**config.mk**
```make
export PLATFORM = sky130hd
export DESIGN_NAME = dkh_queue
export DESIGN_NICKNAME = d
export VERILOG_FILES = /design/src/rtl/dna_kmer_histogram_assert.svh /design/src/rtl/dkh_pkg.sv /design/src/rtl/dkh_queue.sv
export SDC_FILE = /design/constraint.sdc
export NUM_CORES = 1
export LEC_CHECK = 0
export ABC_AREA = 1
export BUFFER_PORTS_ARGS = -buffer_cell sky130_fd_sc_hd__buf_2
export CAP_MARGIN = 30
export CELL_PAD_IN_SITES_DETAIL_PLACEMENT = 2
export CELL_PAD_IN_SITES_GLOBAL_PLACEMENT = 2
export CORE_ASPECT_RATIO = 1.2
export CORE_MARGIN = 1
export CORE_UTILIZATION = 23
export CTS_CLUSTER_DIAMETER = 60
export CTS_CLUSTER_SIZE = 30
export DETAILED_ROUTE_END_ITERATION = 10
export GPL_TIMING_DRIVEN = 0
export PLACE_DENSITY = 0.62
export SLEW_MARGIN = 10
export SYNTH_ARGS = -nofsm -noshare
export SYNTH_HDL_FRONTEND = slang
export SYNTH_SLANG_ARGS = --single-unit
```
**constraint.sdc**
```tcl
create_clock -name clock -period 1.4 [get_ports clock]
set_input_delay 0 -clock clock [delete_from_list [all_inputs] [get_ports clock]]
set_output_delay 0 -clock clock [all_outputs]
set_load 0.02 [all_outputs]
```
**src/rtl/dna_kmer_histogram_assert.svh**
```systemverilog
// Assertion macros for the k-mer histogram.
`ifndef DNA_KMER_HISTOGRAM_ASSERT_SVH
`define DNA_KMER_HISTOGRAM_ASSERT_SVH

// Same-cycle implication, sampled on the rising clock edge.
`define DKH_ASSERT_NOW(label, ante, cons, msg) \
   label: assert property (@(posedge clock) disable iff (reset) (ante) |-> (cons)) \
      else $error(msg);

// Next-cycle implication, sampled on the rising clock edge.
`define DKH_ASSERT_NEXT(label, ante, cons, msg) \
   label: assert property (@(posedge clock) disable iff (reset) (ante) |=> (cons)) \
      else $error(msg);

`endif

```
**src/rtl/dkh_pkg.sv**
```systemverilog
package dkh_pkg;

   localparam int K_MAX       = 8;
   localparam int WIN_BITS    = 2 * K_MAX;
   localparam int COUNT_BITS  = 32;
   localparam int OUT_BITS    = 32;
   localparam int TABLE_DEPTH = 1 << WIN_BITS;
   localparam int RUN_BITS    = 4;
   localparam int Q_DEPTH     = 4;
   localparam int Q_PTR_BITS  = $clog2(Q_DEPTH);
   localparam int Q_CNT_BITS  = $clog2(Q_DEPTH + 1);

   localparam logic [1:0] REQ_BASE = 2'd0;
   localparam logic [1:0] REQ_EOS  = 2'd1;
   localparam logic [1:0] REQ_READ = 2'd2;

   localparam logic OP_INC  = 1'b0;
   localparam logic OP_READ = 1'b1;

   typedef struct packed {
      logic                kind;
      logic [WIN_BITS-1:0] index;
   } op_type;

   typedef struct packed {
      logic   valid;
      op_type op;
   } op_beat_type;

   typedef struct packed {
      logic full;
      logic empty;
   } q_status_type;

endpackage

```
**src/rtl/dkh_queue.sv**
```systemverilog
module dkh_queue (
   input  logic                  clock,
   input  logic                  reset,
   input  dkh_pkg::op_beat_type  push,
   input  logic                  pop,
   output dkh_pkg::op_type       head,
   output dkh_pkg::q_status_type status
);
   import dkh_pkg::*;

   op_type                entries_ff [Q_DEPTH];
   logic [Q_PTR_BITS-1:0] wr_ptr_ff, wr_ptr_in;
   logic [Q_PTR_BITS-1:0] rd_ptr_ff, rd_ptr_in;
   logic [Q_CNT_BITS-1:0] count_ff, count_in;

   assign head         = entries_ff[rd_ptr_ff];
   assign status.full  = (count_ff == Q_CNT_BITS'(Q_DEPTH));
   assign status.empty = (count_ff == '0);

   always_comb begin
      wr_ptr_in = push.valid ? wr_ptr_ff + Q_PTR_BITS'(1) : wr_ptr_ff;
      rd_ptr_in = pop ? rd_ptr_ff + Q_PTR_BITS'(1) : rd_ptr_ff;
      count_in  = count_ff;
      if (push.valid && !pop) begin
         count_in = count_ff + Q_CNT_BITS'(1);
      end else if (pop && !push.valid) begin
         count_in = count_ff - Q_CNT_BITS'(1);
      end
   end

   always_ff @(posedge clock) begin
      if (push.valid) begin
         entries_ff[wr_ptr_ff] <= push.op;
      end
   end

   always_ff @(posedge clock) begin
      if (reset) begin
         wr_ptr_ff <= '0;
         rd_ptr_ff <= '0;
         count_ff  <= '0;
      end else begin
         wr_ptr_ff <= wr_ptr_in;
         rd_ptr_ff <= rd_ptr_in;
         count_ff  <= count_in;
      end
   end

endmodule

```
== After elaboration in Yosys (flattened, before gate mapping) ==
Memory sizes are Yosys's and may differ from the RTL's. A register that Yosys moved wholly into a read port is not among the register bits.
Cells that the tools add are included.

* Bits in registers: 7
* Bits in writable memories: 68
* Input port bits: 21
* Output and inout bits: 19
* Logic and storage cells: 21
* Memories kept: 1

* $add $sub $neg: 4
* Eq/ne operators: 1
* Muxes and demuxes: 6
* Reductions and logical operators: 6

{| class="wikitable"
|+ Memory list
! memory !! words !! width !! rd ports !! clocked after Yosys merged registers in !! write ports !! RTL line !! RTL
|-
| entries_ff || 4 || 17 || 1 || 1 || 1 || dkh_queue.sv:11 || <nowiki>op_type entries_ff [Q_DEPTH];</nowiki>
|}

{| class="wikitable"
|+ Operator list
! kind !! number
|-
| $mux W3 || 2
|-
| $add A2 B1 Y2 const B || 2
|-
| $mux W2 || 2
|-
| $add A3 B1 Y3 const B || 1
|-
| $eq A3 B3 Y1 const B || 1
|-
| $logic_not A3 Y1 || 1
|-
| $sub A3 B1 Y3 const B || 1
|-
| $logic_and A1 B1 Y1 || 2
|-
| $logic_not A1 Y1 || 2
|-
| $mux W1 || 2
|-
| $reduce_bool A2 Y1 || 1
|}

== Longest topological paths before layout ==
Gate-level depths: netlist (run 1).

* Depth after elaboration: 4
* Gate-level depth with buffers: 10
* Gate-level depth less buffers: 10

== Worst setup path after synthesis (run 1) ==
No wires, ideal clock.

* Kind: register -> register
* Start point: reg wr_ptr_ff[0]
* End point: mem entries_ff[2][0] (netlist bit), enable pin
* Setup time: 369 ps
* Arrival time: 935 ps
* Required time: 1,031 ps
* Path slack: 96 ps
* Stages on the path, launching flop included: 5
* Path buffers: 0
* Clock period less this slack: 1,304 ps
* Cells stage by stage: dfxtp_1 > inv_1 > ha_1 > nand2_1 > inv_1

{| class="wikitable"
|+ RTL lines
! item !! RTL line !! RTL
|-
| start: declaration || dkh_queue.sv:12 || <nowiki>logic [Q_PTR_BITS-1:0] wr_ptr_ff, wr_ptr_in;</nowiki>
|-
| start signal: assignment || dkh_queue.sv:43 || <nowiki>wr_ptr_ff <= wr_ptr_in;</nowiki>
|-
| end: declaration || dkh_queue.sv:11 ||
|}

Straight into the memory's write port.

==> qor.csv, run 1 <==
metric;value;unit
netlist.top_cell.by_area;edfxtp_1;
hold_path_class;input pin to flop;
placed_cell_area;3430;um^2
tns;-0.321;ns
status;complete, but fails checks;
dr_total_vias;2034;
slew_headroom;0.839;
synth_edf_count;68;
die-area;13600;um^2
skew;0.00659;ns
yosysWarnings;0;
p_int;4.29;mW
cts.sinks;77;
min_period_over_period;1.03;
violations;setup timing;
p_sw;1.45;mW
hpwl;4780;um
synth.most_common_cell;edfxtp_1;
place_ws;-0.317;ns
leakagePower;1.65;nW
dr.pass1.iters;4;
power_frac_comb;0.178;
clock_power_share;0.354;
synth_fp_nets;249;
fin_util;0.361;
ys_ff_latch;77;
syn_inst;222;
cp.required;1.40;ns
synth_area_leaders;edfxtp_1 (67%), dfxtp_1 (6.0%), nor2_1 (5.0%);
met1_length;3280;um
cts_tree;yes;
worst_pin_slew;0.238;ns
drv_cap;0;
period_needed;1.45;ns
cts_buffer_depth;2;
path_clk_slew;0.06;ns
synth.distinct_cells;21;
fmax;0.692;GHz
fin_ws;-0.0459;ns
grt_pass1_vias;2357;
syn_to_final_growth;51.8;%
critPathMaxFanout;8;
stdcell_area;4590;um^2
async_reset_ff_frac;0;
finalSetupViolCount;15;
routedWlPerCell;17.4;um
drc_errors;0;
drive_gt1_frac;0.453;
via_per_inst;4.30;
worst-setup-path-type;flop to primary output;
grt_max_degree;18;
gp_congestion;0.659;
die_w;107;um
rsz0062_at_grt;true;
r2r_cells;5;
track_usage;0.131;
cts_made_buffers;9;
ys.flop_type;edfxtp_1;
initial_core_util;0.238;
ios;40;
grt-ovfl-total;0;
clock_latency;0.33;ns
root_buffer;clkbuf_16;
p_per_area;1250;nW/um^2
wirelength;8230;um
die_y;128;um
placedCellCount;425;
antenna_found_initial;0;
maxSlewViolCount;0;
netlist_area;3030;um^2
core-area;12700;um^2
nNetsFinal;331;
switching_share;0.253;
p_seq_frac;0.468;
hold_viol;0;
drtIter0Drc;69;
drt.antenna.violating_nets;0;
antenna_cells;0;
grt_pass1_wl;12700;um
cp_data_arrival_time;1.45;ns
dr_wl_met2;4590;um
finalNonFillerCells;473;
seq_area_frac_synth;0.734;
synth_top_area_share;0.675;
vdd_drop_max;586;uV
rows;45;
top_layer;met4;
ctsHtreeMaxLevel;3;
hold_path_depth;3;
io_buffers;39;
synth_area_per_cell;13.6;um^2
netlist_top_cells_count;edfxtp_1 (68), nor2_1 (40), o22ai_1 (17), o21ai_0 (16), inv_1 (15);
startpoint_type;flop;
met3WireLength;205;um
end_kind;primary output;
-- cell families (layout without fill, tap and decap cells) --
logic type / Yosys count / after routing / share of synthesized area
adders and majority gates: 6 / 6 / 0.0273
xor gates and xnor gates: 1 / 1 / 0.00289
AOI/OAI and AO/OA: 59 / 59 / 0.117
DFF: 77 / 77 / 0.734
buffers and inverters: 26 / 113 / 0.0508
and+or+nand+nor: 53 / 53 / 0.0678
-- stage by stage --
step	total power, mW	hold WS [ns]
after CTS	5.67	0.00329
after detailed placement	3.36	0.177
after global routing	5.96	0.0386
after global placement	3.34	0.173
after floorplan	3.09	0.0724
final	5.74	0.00459
-- worst max-delay path, stage by stage, from the launching register on --
cell     delay (ns)
dfxtp_2        0.34
buf_12         0.16
buf_8          0.14
buf_16         0.14
nor2_4         0.03
o22ai_1        0.13
buf_4          0.17
-- power by group through the flow --
stage | logic [mW] | registers [mW] | clock network [mW]
after floorplan | 0.394 | 2.70 | 0
after global placement | 0.625 | 2.71 | 0
after detailed placement | 0.644 | 2.72 | 0
after CTS | 0.915 | 2.67 | 2.08
after global routing | 1.10 | 2.70 | 2.17
final | 1.02 | 2.69 | 2.03
-- state kept, by name, summed over array words and instances, names as in the netlist, named ones only --
register and count:
wr_ptr_ff 2, entries_ff 68, rd_ptr_ff 2, count_ff 3
-- layout by cell type, fill, tap and decap left out, types with 3 or more instances in the layout --
master,Yosys,routed
edfxtp_1,68,68
buf_4,2,7
dlygate4sd3_1,0,18
nand2_1,9,9
o21ai_4,0,4
buf_8,0,3
clkinvlp_4,0,6
nor2_1,40,21
o21ai_2,10,21
a21oi_1,3,3
buf_2,1,22
nor2_2,0,9
o22ai_1,17,3
dfxtp_1,9,7
ha_1,5,5
nor2_4,0,10
inv_1,15,11
buf_12,0,11
clkbuf_16,0,11
o22ai_2,0,14
buf_6,6,15
o21ai_0,16,8
o21ai_1,13,6
-- worst paths after layout --
path	endpoint	startpoint	slack (ns)
worst max-delay path	head[6]	flop	-0.05
worst min-delay path	rd_ptr_ff[0]	pop	0.005
worst max register to register	entries_ff[2][13]	wr_ptr_ff[0]	0.09
worst min register to register	flop	rd_ptr_ff[1]	0.51
-- per-layer routing --
layer / vias to the layer above / track usage
li1: 968 / -
met1: 1022 / 0.137
met2: 32 / 0.250
met3: 12 / 0.0229
met4: 0 / 0.0604
met5: - / 0
-- area by class of cell --
cell class | instances | area, um^2
fillers | 1313 | 8130
flip-flops and latches | 77 | 2230
multi-input cells | 119 | 922
repair buffers | 73 | 756
clock buffers | 11 | 233
well taps | 164 | 205
plain buffers | 7 | 126
inverters | 17 | 97.6
clock inverters | 5 | 27.5
-- repair_timing --
item	CTS	global route
hold buffers	18	0
cloned	3	2
setup buffers	12	0
pin swaps	16	18
resized for setup	71	70
endpoints found under the hold margin	69	0
setup endpoints to repair	85	17
No activity file was read; power rests on OpenSTA's default activity.
==> run 2, diff against run 1 <==
- BUFFER_PORTS_ARGS: -buffer_cell sky130_fd_sc_hd__buf_2 -> not set
- CORE_UTILIZATION: 23 -> 39
- DONT_BUFFER_PORTS: not set -> 1
- PLACE_DENSITY: 0.62 -> 0.84
==> qor.csv, run 2 (synthesis results as in run 1) <==
metric;value;unit
worst_pin_slew;0.618;ns
path_clk_slew;0.07;ns
drc_errors;0;
grt_pass1_wl;15000;um
core-area;7400;um^2
via_per_inst;5.58;
cts_tree;yes;
placedCellCount;312;
largest_register_ffs;68;
cts_buffer_depth;2;
maxSlewViolCount;0;
min_period_over_period;1.03;
antenna_found_initial;0;
cp.required;1.40;ns
syn_to_final_growth;40.3;%
regMostFlops;entries_ff;
drive_gt1_frac;0.336;
finalNonFillerCells;364;
ios;40;
slew_headroom;0.585;
clock_latency;0.37;ns
routedWlPerCell;28.0;um
drt.antenna.violating_nets;0;
io_buffers;0;
vdd_drop_max;1040;uV
slowest_stage;dfxtp_4;
initial_core_util;0.409;
drtIter0Drc;184;
largest_registers;entries_ff: 68 flops, count_ff: 3 flops;
cp_data_arrival_time;1.44;ns
skew;0.0218;ns
die-area;8120;um^2
hpwl;5100;um
root_buffer;clkbuf_8;
grt_pass1_vias;2304;
path_cells;inv_12 > buf_8 > buf_12 > o21ai_4 > o22ai_4;
max_stage_delay;0.46;ns
hold_viol;0;
rows;34;
dr_total_vias;2031;
critPathMaxFanout;8;
rsz0062_at_grt;true;
antenna_cells;0;
startpoint_type;flop;
finalSetupViolCount;6;
final_cell_mix;edfxtp_1 (68), nor2_1 (34), dlygate4sd3_1 (20);
status;complete, but fails checks;
fin_ws;-0.0371;ns
violations;setup timing;
p_per_area;1340;nW/um^2
die_w;82.4;um
cts_made_buffers;9;
end_kind;primary output;
tns;-0.123;ns
final_common_cell;edfxtp_1;
dr.pass1.iters;4;
grt_max_degree;15;
drv_cap;0;
track_usage;0.282;
cts.sinks;77;
ctsHtreeMaxLevel;3;
gp_congestion;0.711;
grt-ovfl-total;0;
fmax;0.696;GHz
worst-setup-path-type;flop to primary output;
hold_path_class;input pin to flop;
leakagePower;1.45;nW
die_y;98.5;um
period_needed;1.44;ns
wirelength;10200;um
nNetsFinal;296;
[run 2: changes by cell type in the layout (fill, tap and decap cells not counted), moves of 11 or more]
cell,change
buf_2,-22
nor2_1,+13
o21ai_2,-13
o22ai_4,+13
clkbuf_16,-11
[run 2: power breakdown]
| group | switching (mW) | internal [mW] |
|---|---|---|
| registers | 0.0867 | 2.61 |
| clock network | 0.871 | 1.19 |
| logic | 0.551 | 0.367 |
[run 2: cell type report]
cell class,instances,area (um^2)
plain buffers,8,115
repair buffers,37,444
clock buffers,12,135
well taps,90,113
flip-flops and latches,77,2230
fillers,640,3160
inverters,17,96.3
clock inverters,4,97.6
multi-input cells,119,1010
[run 2: stage by stage]
| stage | utilization | total power, mW | hold WS [ns] | area (um^2) | setup WS, ns |
|---|---|---|---|---|---|
| final | 0.574 | 5.68 | 0.0433 | 4250 | -0.0371 |
| after global routing | 0.574 | 5.85 | 0.0572 | 4250 | -0.0951 |
| after CTS | 0.569 | 5.60 | 0.00974 | 4210 | -0.0617 |
| after detailed placement | 0.424 | 3.24 | 0.0778 | 3140 | -0.250 |
| after global placement | 0.424 | 3.19 | 0.0732 | 3140 | -0.198 |
| after floorplan | - | 3.09 | 0.0724 | 3030 | 0.0960 |
[run 2: repair_timing]
| item | in CTS | in global routing |
|---|---|---|
| cloned | 3 | 0 |
| setup buffers | 14 | 0 |
| hold endpoints to repair | 77 | 0 |
| resized for setup | 86 | 18 |
| setup endpoints to repair | 85 | 51 |
| pin swaps | 13 | 9 |
| hold buffers | 20 | 0 |
[run 2: worst max-delay path: cells and delay by family (launching register included)]
| kind | cells | cell delay, ns |
|---|---|---|
| AOI/OAI and AO/OA | 2 | 0.28 |
| DFF | 1 | 0.46 |
| buffers and inverters | 3 | 0.33 |
[run 2: worst paths after layout]
kind	cells after the start	slack, ns	endpoint	startpoint
max	5	-0.04	head[15]	flop
min	3	0.04	count_ff[0]	push[17]
max reg2reg	5	0.04	entries_ff[1][3]	wr_ptr_ff[1]
min reg2reg	1	0.46	flop	rd_ptr_ff[1]
[run 2: per-layer routing]
| metal | GRT usage | share of wire |
|---|---|---|
| met1 | 0.343 | 0.41 |
| met2 | 0.463 | 0.52 |
| met3 | 0.0713 | 0.038 |
| met4 | 0.128 | 0.025 |
| met5 | 0 | 0 |
