## config.mk

```make
export PLATFORM = sky130hd
export DESIGN_NAME = dkh_front
export DESIGN_NICKNAME = d
export VERILOG_FILES = /design/src/rtl/dna_kmer_histogram_assert.svh /design/src/rtl/dkh_pkg.sv /design/src/rtl/dkh_front.sv
export SDC_FILE = /design/constraint.sdc
export NUM_CORES = 1
export LEC_CHECK = 0
export BUFFER_PORTS_ARGS = -buffer_cell sky130_fd_sc_hd__buf_4
export CAP_MARGIN = 30
export CORE_MARGIN = 2
export CORE_UTILIZATION = 35
export DETAILED_ROUTE_END_ITERATION = 8
export SYNTH_ARGS = -nofsm -noshare
export SYNTH_HDL_FRONTEND = slang
export SYNTH_SLANG_ARGS = --single-unit
```

## constraint.sdc

```tcl
create_clock -name clock -period 3.6 [get_ports clock]
set_input_delay 0.72 -clock clock [delete_from_list [all_inputs] [get_ports clock]]
set_output_delay 0.72 -clock clock [all_outputs]
set_load 0.01 [all_outputs]
```

## src/rtl/dna_kmer_histogram_assert.svh

```systemverilog
// Assertion macros for the k-mer histogram.
`ifndef DNA_KMER_HISTOGRAM_ASSERT_SVH
`define DNA_KMER_HISTOGRAM_ASSERT_SVH

// Same-cycle implication, sampled on the rising clock edge.
`define DKH_ASSERT_NOW(label, ante, cons, msg) \
   label: assert property (@(posedge clock) disable iff (reset) (ante) |-> (cons)) \
      else $error(msg);

// Next-cycle implication, sampled on the rising clock edge.
`define DKH_ASSERT_NEXT(label, ante, cons, msg) \
   label: assert property (@(posedge clock) disable iff (reset) (ante) |=> (cons)) \
      else $error(msg);

`endif

```

## src/rtl/dkh_pkg.sv

```systemverilog
package dkh_pkg;

   localparam int K_MAX       = 8;
   localparam int WIN_BITS    = 2 * K_MAX;
   localparam int COUNT_BITS  = 32;
   localparam int OUT_BITS    = 32;
   localparam int TABLE_DEPTH = 1 << WIN_BITS;
   localparam int RUN_BITS    = 4;
   localparam int Q_DEPTH     = 4;
   localparam int Q_PTR_BITS  = $clog2(Q_DEPTH);
   localparam int Q_CNT_BITS  = $clog2(Q_DEPTH + 1);

   localparam logic [1:0] REQ_BASE = 2'd0;
   localparam logic [1:0] REQ_EOS  = 2'd1;
   localparam logic [1:0] REQ_READ = 2'd2;

   localparam logic OP_INC  = 1'b0;
   localparam logic OP_READ = 1'b1;

   typedef struct packed {
      logic                kind;
      logic [WIN_BITS-1:0] index;
   } op_type;

   typedef struct packed {
      logic   valid;
      op_type op;
   } op_beat_type;

   typedef struct packed {
      logic full;
      logic empty;
   } q_status_type;

endpackage

```

## src/rtl/dkh_front.sv

```systemverilog
module dkh_front (
   input  logic                           clock,
   input  logic                           reset,
   input  logic                           csr_write_enable,
   input  logic [3:0]                     csr_write_data,
   input  logic                           req_valid,
   output logic                           req_ready,
   input  logic [1:0]                     req_type,
   input  logic [2:0]                     req_base,
   input  logic [15:0]                    req_query_index,
   input  logic                           clearing,
   input  dkh_pkg::q_status_type          q_status,
   output dkh_pkg::op_beat_type           push
);
   import dkh_pkg::*;

   logic [3:0]          k_len_ff, k_len_in;
   logic [WIN_BITS-1:0] window_ff, window_in;
   logic [RUN_BITS-1:0] run_ff, run_in;
   logic [RUN_BITS-1:0] k_eff;
   logic [RUN_BITS-1:0] run_next;
   logic [WIN_BITS-1:0] window_next;
   logic [WIN_BITS-1:0] kmask;
   logic                accept;

   assign req_ready = !clearing && !q_status.full;
   assign accept    = req_valid && req_ready;

   always_comb begin
      if (k_len_ff == 4'd0) begin
         k_eff = RUN_BITS'(1);
      end else if (k_len_ff > RUN_BITS'(K_MAX)) begin
         k_eff = RUN_BITS'(K_MAX);
      end else begin
         k_eff = k_len_ff;
      end
   end

   assign window_next = {window_ff[WIN_BITS-3:0], req_base[1:0]};
   assign run_next    = (run_ff < RUN_BITS'(K_MAX)) ? run_ff + RUN_BITS'(1) : run_ff;
   assign kmask       = ~({WIN_BITS{1'b1}} << {k_eff, 1'b0});
   assign k_len_in    = csr_write_enable ? csr_write_data : k_len_ff;

   always_comb begin
      window_in  = window_ff;
      run_in     = run_ff;
      push       = '0;
      if (accept) begin
         unique case (req_type)
            REQ_BASE: begin
               if (req_base[2]) begin
                  window_in = '0;
                  run_in    = '0;
               end else begin
                  window_in = window_next;
                  run_in    = run_next;
                  if (run_next >= k_eff) begin
                     push.valid    = 1'b1;
                     push.op.kind  = OP_INC;
                     push.op.index = window_next & kmask;
                  end
               end
            end
            REQ_EOS: begin
               window_in = '0;
               run_in    = '0;
            end
            REQ_READ: begin
               push.valid    = 1'b1;
               push.op.kind  = OP_READ;
               push.op.index = req_query_index[WIN_BITS-1:0];
            end
            default: begin
               // drop unused request code
            end
         endcase
      end
   end

   always_ff @(posedge clock) begin
      if (reset) begin
         k_len_ff  <= 4'd3;
         window_ff <= '0;
         run_ff    <= '0;
      end else begin
         k_len_ff  <= k_len_in;
         window_ff <= window_in;
         run_ff    <= run_in;
      end
   end

endmodule

```

After elaboration in Yosys (flattened, before gate mapping)
Cells that the tools add are included.

cells by class
  add/sub/neg operators = 1
  order comparisons = 3
  equality and inequality tests = 2
  shift operators = 1
  mux-type cells = 11
  bitwise gates (word level) = 2
  reduce and logical (&&, ||, !) cells = 8

operators with widths
  cell                                                                   count
  18-bit 2-to-1 mux                                                      3
  18-bit case mux with 2 select lines                                    1
  14-bit case mux with 2 select lines                                    1
  16-bit AND                                                             1
  4-bit 2-to-1 mux                                                       4
  16-bit NOT                                                             1
  16-bit by 5-bit left shift with 16-bit output, first input constant    1
  14-bit 2-to-1 mux                                                      1
  4-bit case mux with 2 select lines                                     1
  4-bit by 1-bit adder with 4-bit output, second input constant          1
  4-bit >= comparator                                                    1
  4-bit > comparator, second input constant                              1
  4-bit logical NOT                                                      1
  4-bit less-than comparator, second input constant                      1
  2-bit by 1-bit equality test with 1-bit output, second input constant  1
  2-bit equality test, second input constant                             1
  1-bit logical AND                                                      2
  1-bit logical NOT                                                      2
  2-bit logical NOT                                                      1
  2-bit AND reduction                                                    1
  2-bit nonzero test                                                     1

storage, ports and cells
  bits in registers = 22
  input bits = 32
  logic and storage cells = 31

Logic depth before layout (Yosys ltp)
Gate-level depths: netlist of run 1.

  depth in word-level cells = 10
  gate-level depth with buffers = 9
  mapped depth without buffers = 8

Worst setup path before layout of run 1
Ideal clock, no wire load.

  kind = reg-to-output
  start = register run_ff[0]
  end = output push[10] (netlist name)
  arrival = 2.489 ns
  slack = 0.391 ns
  cell stages (with the launch flop) = 8
  path buffers = 1
  cell sequence = dfxtp_1 -> ha_1 -> mux2_2 -> ha_1 -> a2111oi_0 -> nor3b_4 -> buf_6 -> a32o_1

RTL lines
  element                 line             RTL
  from (decl)             dkh_front.sv:19  logic [RUN_BITS-1:0] run_ff, run_in;
  from (signal assigned)  dkh_front.sv:88  run_ff <= run_in;
  to (decl)               dkh_front.sv:13  output dkh_pkg::op_beat_type push

==> flow_summary.json, run 1 <==
{
  "cp.required_ns": 2.88,
  "outcome": "completed",
  "hold_viol": 0,
  "setup-tns-final_ns": 0,
  "die_w_um": 63.2,
  "wl_per_cell_um": 14.3,
  "place_congestion": 0.763,
  "core_sq_um": 3340,
  "tightest_slew_ns": 0.652,
  "fin_hold_ws_ns": 0.528,
  "drv_cap": 0,
  "reg2regPathDepth": 4,
  "drc": 0,
  "cts_made_buffers": 3,
  "final_cell_mix": "buf_4 (52), nor2_1 (25), dfxtp_1 (22)",
  "postRouteAntennaNets": 0,
  "ys_warn_count": 0,
  "syn_inst": 138,
  "die_area_sq_um": 3990,
  "critPathMaxStageDelay_ns": 0.49,
  "syn_area_sq_um": 1220,
  "p_leak_nw": 0.744,
  "hpwl_mm": 2.45,
  "drt_iter0_drc": 50,
  "vias_per_cell": 5.37,
  "fp.dieH_um": 63.2,
  "hp-class": "reg2reg",
  "rows": 21,
  "first_pass_iters": 4,
  "synth_edf_count": 0,
  "worstSetupStartpointType": "flip-flop",
  "antenna_found_initial": 0,
  "r2r_start": "run_ff[0]",
  "synth_fp_nets": 175,
  "critical_path_class": "reg2out",
  "vias": 1241,
  "synthToLayoutAreaGrowth_pct": 36.1,
  "whs_endpoint": "run_ff[1]",
  "ys.flop_type": "dfxtp_1",
  "grt_pass1_vias": 1183,
  "grt_overflow": 0,
  "h-tree-depth": 1,
  "min_from": "run_ff[1]",
  "worstHoldPathCells": 2,
  "grt_max_degree": 24,
  "clkTransAtPathRegs_ns": 0.12,
  "portBuffers": 49,
  "power_w": 0.000467,
  "slew_headroom": 0.566,
  "drive_gt1_frac": 0.330,
  "drv_slew": 0,
  "mostFrequentLayoutCell": "buf_4",
  "cts_buffer_depth": 2,
  "r2r_end": "run_ff[1]",
  "clk-insertion-delay-late_ns": 0.31,
  "cp_cell_sequence": "ha_1, mux2_2, ha_1, a2111oi_0, buf_4, nor3b_4, a32o_1, buf_4",
  "period_needed_ns": 3.44,
  "cp.arrival_ns": 2.72,
  "initial_core_util": 0.367,
  "post_cts_buffers": 0,
  "seq_area_frac_synth": 0.360,
  "synthArstFlopShare": 0,
  "ir_drop_mv": 0.162,
  "grt_pass1_wl_mm": 5.39,
  "final_nets": 223,
  "cp_slowest_cell": "nor3b_4",
  "rsz0062_at_grt": "no",
  "power_density_nw_per_um2": 280,
  "clock_skew_ns": 0.00332,
  "cts_num_sinks": 22,
  "diodes": 0,
  "cts_tree": "yes",
  "setup_viol": 0,
  "grt_usage": 0.170,
  "ios": 51,
  "syn_avg_cell_area_sq_um": 8.88,
  "timing.fmax_mhz": 290,
  "critPathCaptureType": "output pin",
  "ys_ff_latch": 22,
  "path_max_fanout": 14,
  "clockRootBuffer": "clkbuf_4",
  "synth.lib_cells_used.distinct": 36,
  "drt-total-wl_mm": 3.29,
  "reg2reg_slack_ns": 2.36,
  "fin_crit_sh": 0.957
}
## worst max-delay path by stage
| stage | cells after the start | startpoint | end |
|---|---|---|---|
| finish | 8 | run_ff[0] | push[7] |
| global route | 8 | run_ff[0] | push[4] |
| CTS | 8 | run_ff[0] | push[15] |
| detailed placement | 6 | req_type[1] | push[15] |
| global placement | 6 | req_type[1] | push[7] |
| floorplan | 7 | run_ff[0] | push[10] |
## through the flow
| stage | setup slack (ns) | std cells | area, sq um | util |
|---|---|---|---|---|
| 6_report | 0.156 | 231 | 1670 | 0.499 |
| 5_1_grt | 0.00201 | 231 | 1670 | 0.499 |
| 4_1_cts | 0.129 | 231 | 1670 | 0.499 |
| 3_5_place_dp | 0.373 | 227 | 1630 | 0.489 |
| 3_3_place_gp | 0.389 | 227 | 1630 | 0.489 |
| 2_1_floorplan | 0.391 | 138 | 1220 | - |
## power breakdown
part | internal (W) | switching, W
registers | 0.000247 | 0.00000545
logic | 0.0000397 | 0.0000346
clock network | 0.0000618 | 0.0000786
total | 0.000348 | 0.000119
## cells in the mapped netlist (2+ instances only)
cell,instances,share of area
a211o_1,2,0.014
a21oi_1,3,0.012
a22oi_1,15,0.092
a32o_1,15,0.12
and3_1,2,0.010
clkbuf_1,7,0.021
dfxtp_1,22,0.36
ha_1,5,0.051
inv_1,3,0.0092
mux2i_1,2,0.016
nand2_1,8,0.025
nand2b_1,3,0.015
nand3_1,2,0.0082
nor2_1,25,0.077
nor2b_1,3,0.015
## sequential cells by signal (all words and copies together) (netlist names)
register	count
k_len_ff	4
run_ff	4
window_ff	14
## what timing repair did
| item | in CTS | in global routing |
|---|---|---|
| endpoints found under the hold margin | 0 | 0 |
| hold buffers | 0 | 0 |
| setup endpoints to repair | 0 | 4 |
| gates resized for setup | 0 | 0 |
## per-layer routing
metal | vias to the layer above | share of wire | track usage
met2 | 30 | 0.49 | 0.293
met1 | 591 | 0.46 | 0.210
met5 | - | 0 | 0
li1 | 616 | - | -
met4 | 0 | 0.013 | 0.0667
met3 | 4 | 0.042 | 0.0286
## critical path: cells and delay by family (launching register included)
family                   cells  cell delay [ns]
flip-flops                   1             0.46
buffers and inverters        2             0.27
AO/OA/AOI/OAI                2             0.35
multiplexers                 1             0.28
AND/OR/NAND/NOR              1             0.49
adder cells (fa/ha/maj)      2             0.54
## final cells by class
| cell class | instances | area (sq um) |
|---|---|---|
| clock buffers | 4 | 36.3 |
| fillers | 332 | 1670 |
| inverters | 3 | 11.3 |
| multi-input cells | 104 | 731 |
| flip-flops and latches | 22 | 440 |
| well taps | 46 | 57.6 |
| repair buffers | 52 | 390 |
## cell families (layout without fill, tap and decap cells)
| group | after synthesis | after routing | synth area share |
|---|---|---|---|
| compound gates | 44 | 44 | 0.299 |
| xor+xnor | 2 | 2 | 0.0143 |
| fa+ha+maj | 5 | 5 | 0.0511 |
| buf+inv | 12 | 59 | 0.0439 |
| flops | 22 | 22 | 0.360 |
| mux | 3 | 3 | 0.0255 |
| simple gates | 50 | 50 | 0.206 |
Power figures use the tool's default switching activity.
==> run 2: changes to the inputs <==
--- a/config.mk
+++ b/config.mk
@@ -5,11 +5,11 @@
 export SDC_FILE = /design/constraint.sdc
 export NUM_CORES = 1
 export LEC_CHECK = 0
-export BUFFER_PORTS_ARGS = -buffer_cell sky130_fd_sc_hd__buf_4
 export CAP_MARGIN = 30
 export CORE_MARGIN = 2
 export CORE_UTILIZATION = 35
 export DETAILED_ROUTE_END_ITERATION = 8
+export DONT_BUFFER_PORTS = 1
 export SYNTH_ARGS = -nofsm -noshare
 export SYNTH_HDL_FRONTEND = slang
 export SYNTH_SLANG_ARGS = --single-unit
==> run 2 against run 1 <==
Fmax down 0.79%. Register-to-register slack about the same. Non-clock buffer count down 49. Sequential cell count unchanged. Clock power up 37%. Final area down 21%. Global-route usage down 0.46 points. Setup slack worse by 0.028 ns. Via count down 11%. Sequential power about the same. Critical path type unchanged. Highest routed layer unchanged.
==> flow_summary.json, run 2 (synthesis gave the netlist of run 1 again) <==
{
  "post_cts_buffers": 0,
  "dpl.cell_count": 178,
  "period_needed_ns": 3.47,
  "setup_viol": 0,
  "outcome": "completed",
  "drv_slew": 0,
  "fin_ws_ns": 0.128,
  "power_w": 0.000483,
  "dp_worst_setup_slack_ns": 0.504,
  "drt_iter0_drc": 46,
  "h-tree-depth": 1,
  "cts_num_sinks": 22,
  "critPathCaptureType": "output pin",
  "cp.arrival_ns": 2.75,
  "fp.dieH_um": 63.2,
  "hp-class": "in2reg",
  "p_leak_nw": 0.503,
  "wl_per_cell_um": 17.1,
  "grt_usage": 0.165,
  "grt_max_degree": 24,
  "ir_drop_mv": 0.129,
  "instances_no_fill": 182,
  "place_congestion": 0.853,
  "grt_overflow": 0,
  "critical_path_class": "reg2out",
  "holdBufCountCts": 0,
  "largest_reg_flops": 14,
  "multi_input_area_sq_um": 731,
  "portBuffers": 0,
  "vias_per_cell": 6.09,
  "cts_tree": "yes",
  "tightest_slew_ns": 0.737,
  "hpwl_mm": 2.25,
  "power_density_nw_per_um2": 367,
  "worstSetupStartpointType": "flip-flop",
  "grt_pass1_vias": 1057,
  "clock_skew_ns": 0.0104,
  "first_pass_iters": 4,
  "final_nets": 174,
  "vias": 1108,
  "cp.required_ns": 2.88,
  "cts_resized": 0,
  "reg_top3": "window_ff (14), k_len_ff (4), run_ff (4)",
  "setup-tns-final_ns": 0,
  "clockRootBuffer": "clkbuf_4",
  "diodes": 0,
  "fin_crit_sh": 0.964,
  "top_register": "window_ff",
  "rows": 21,
  "hold_viol": 0,
  "seqCellArea_sq_um": 440,
  "die_w_um": 63.2,
  "clk-insertion-delay-late_ns": 0.31,
  "clkTransAtPathRegs_ns": 0.14,
  "rsz0062_at_grt": "no",
  "initial_core_util": 0.367,
  "drive_gt1_frac": 0.0882,
  "path_max_fanout": 14,
  "cts_made_buffers": 3,
  "timing.fmax_mhz": 288,
  "postRouteAntennaNets": 0,
  "antenna_found_initial": 0,
  "drv_cap": 0,
  "mostFrequentLayoutCell": "nor2_1",
  "drc": 0,
  "slew_headroom": 0.509,
  "grt_pass1_wl_mm": 5.32,
  "die_area_sq_um": 3990,
  "final_cell_mix": "nor2_1 (25), dfxtp_1 (22), a32o_1 (15), a22oi_1 (15), nand2_1 (8)",
  "synthToLayoutAreaGrowth_pct": 7.35,
  "n_fill_cell": 363,
  "drt-total-wl_mm": 3.10,
  "cts_buffer_depth": 2,
  "core_sq_um": 3340,
  "ios": 51
}
[run 2: cell count changes in the layout (fill, tap and decap cells not counted), sizes merged]
| cell | previous run | this run |
|---|---|---|
| bufinv | 0 | 1 |
| clkbuf | 4 | 3 |
| buf | 52 | 3 |
[run 2: final timing paths]
path	startpoint	endpoint	slack, ns	cells past startpoint
worst max-delay path	run_ff[0]	push[3]	0.13	7
worst min-delay path	reset	window_ff[4]	0.46	1
worst max register to register	run_ff[0]	run_ff[1]	2.36	4
worst min register to register	run_ff[1]	run_ff[1]	0.52	2
[run 2: worst max-delay path: stages (launching register included)]
cell and delay, ns:
dfxtp_1 0.47, ha_1 0.27, mux2_2 0.28, ha_1 0.28, a2111oi_0 0.10, buf_4 0.16
nor3b_4 0.54, a32o_1 0.34
[run 2: area by class of cell]
type,instances,share of cell area
multi-input cells,104,0.556
flip-flops and latches,22,0.335
well taps,46,0.0438
clock inverters,1,0.0228
clock buffers,3,0.0171
repair buffers,3,0.0171
inverters,3,0.00856
[run 2: routing by layer]
metal / global-route usage / up-vias / routed length (um) / share of wire
li1: - / 520 / - / -
met1: 0.226 / 537 / 1380 / 0.44
met2: 0.265 / 49 / 1480 / 0.48
met3: 0.0286 / 2 / 225 / 0.072
met4: 0.0500 / 0 / 22 / 0.0071
met5: 0 / - / 0 / 0
[run 2: per-stage QoR]
| stage | cell area [sq um] | utilization | hold WS (ns) |
|---|---|---|---|
| 3_3_place_gp | 1260 | 0.378 | 0.483 |
| 3_5_place_dp | 1260 | 0.378 | 0.492 |
| 5_1_grt | 1320 | 0.394 | 0.429 |
| 2_1_floorplan | 1220 | - | 0.470 |
| 4_1_cts | 1320 | 0.394 | 0.443 |
| 6_report | 1320 | 0.394 | 0.461 |
[run 2: power breakdown]
part	switching, W	internal (W)
clock network	0.0000791	0.000112
registers	0.00000600	0.000247
logic	0.0000226	0.0000163
total	0.000108	0.000375
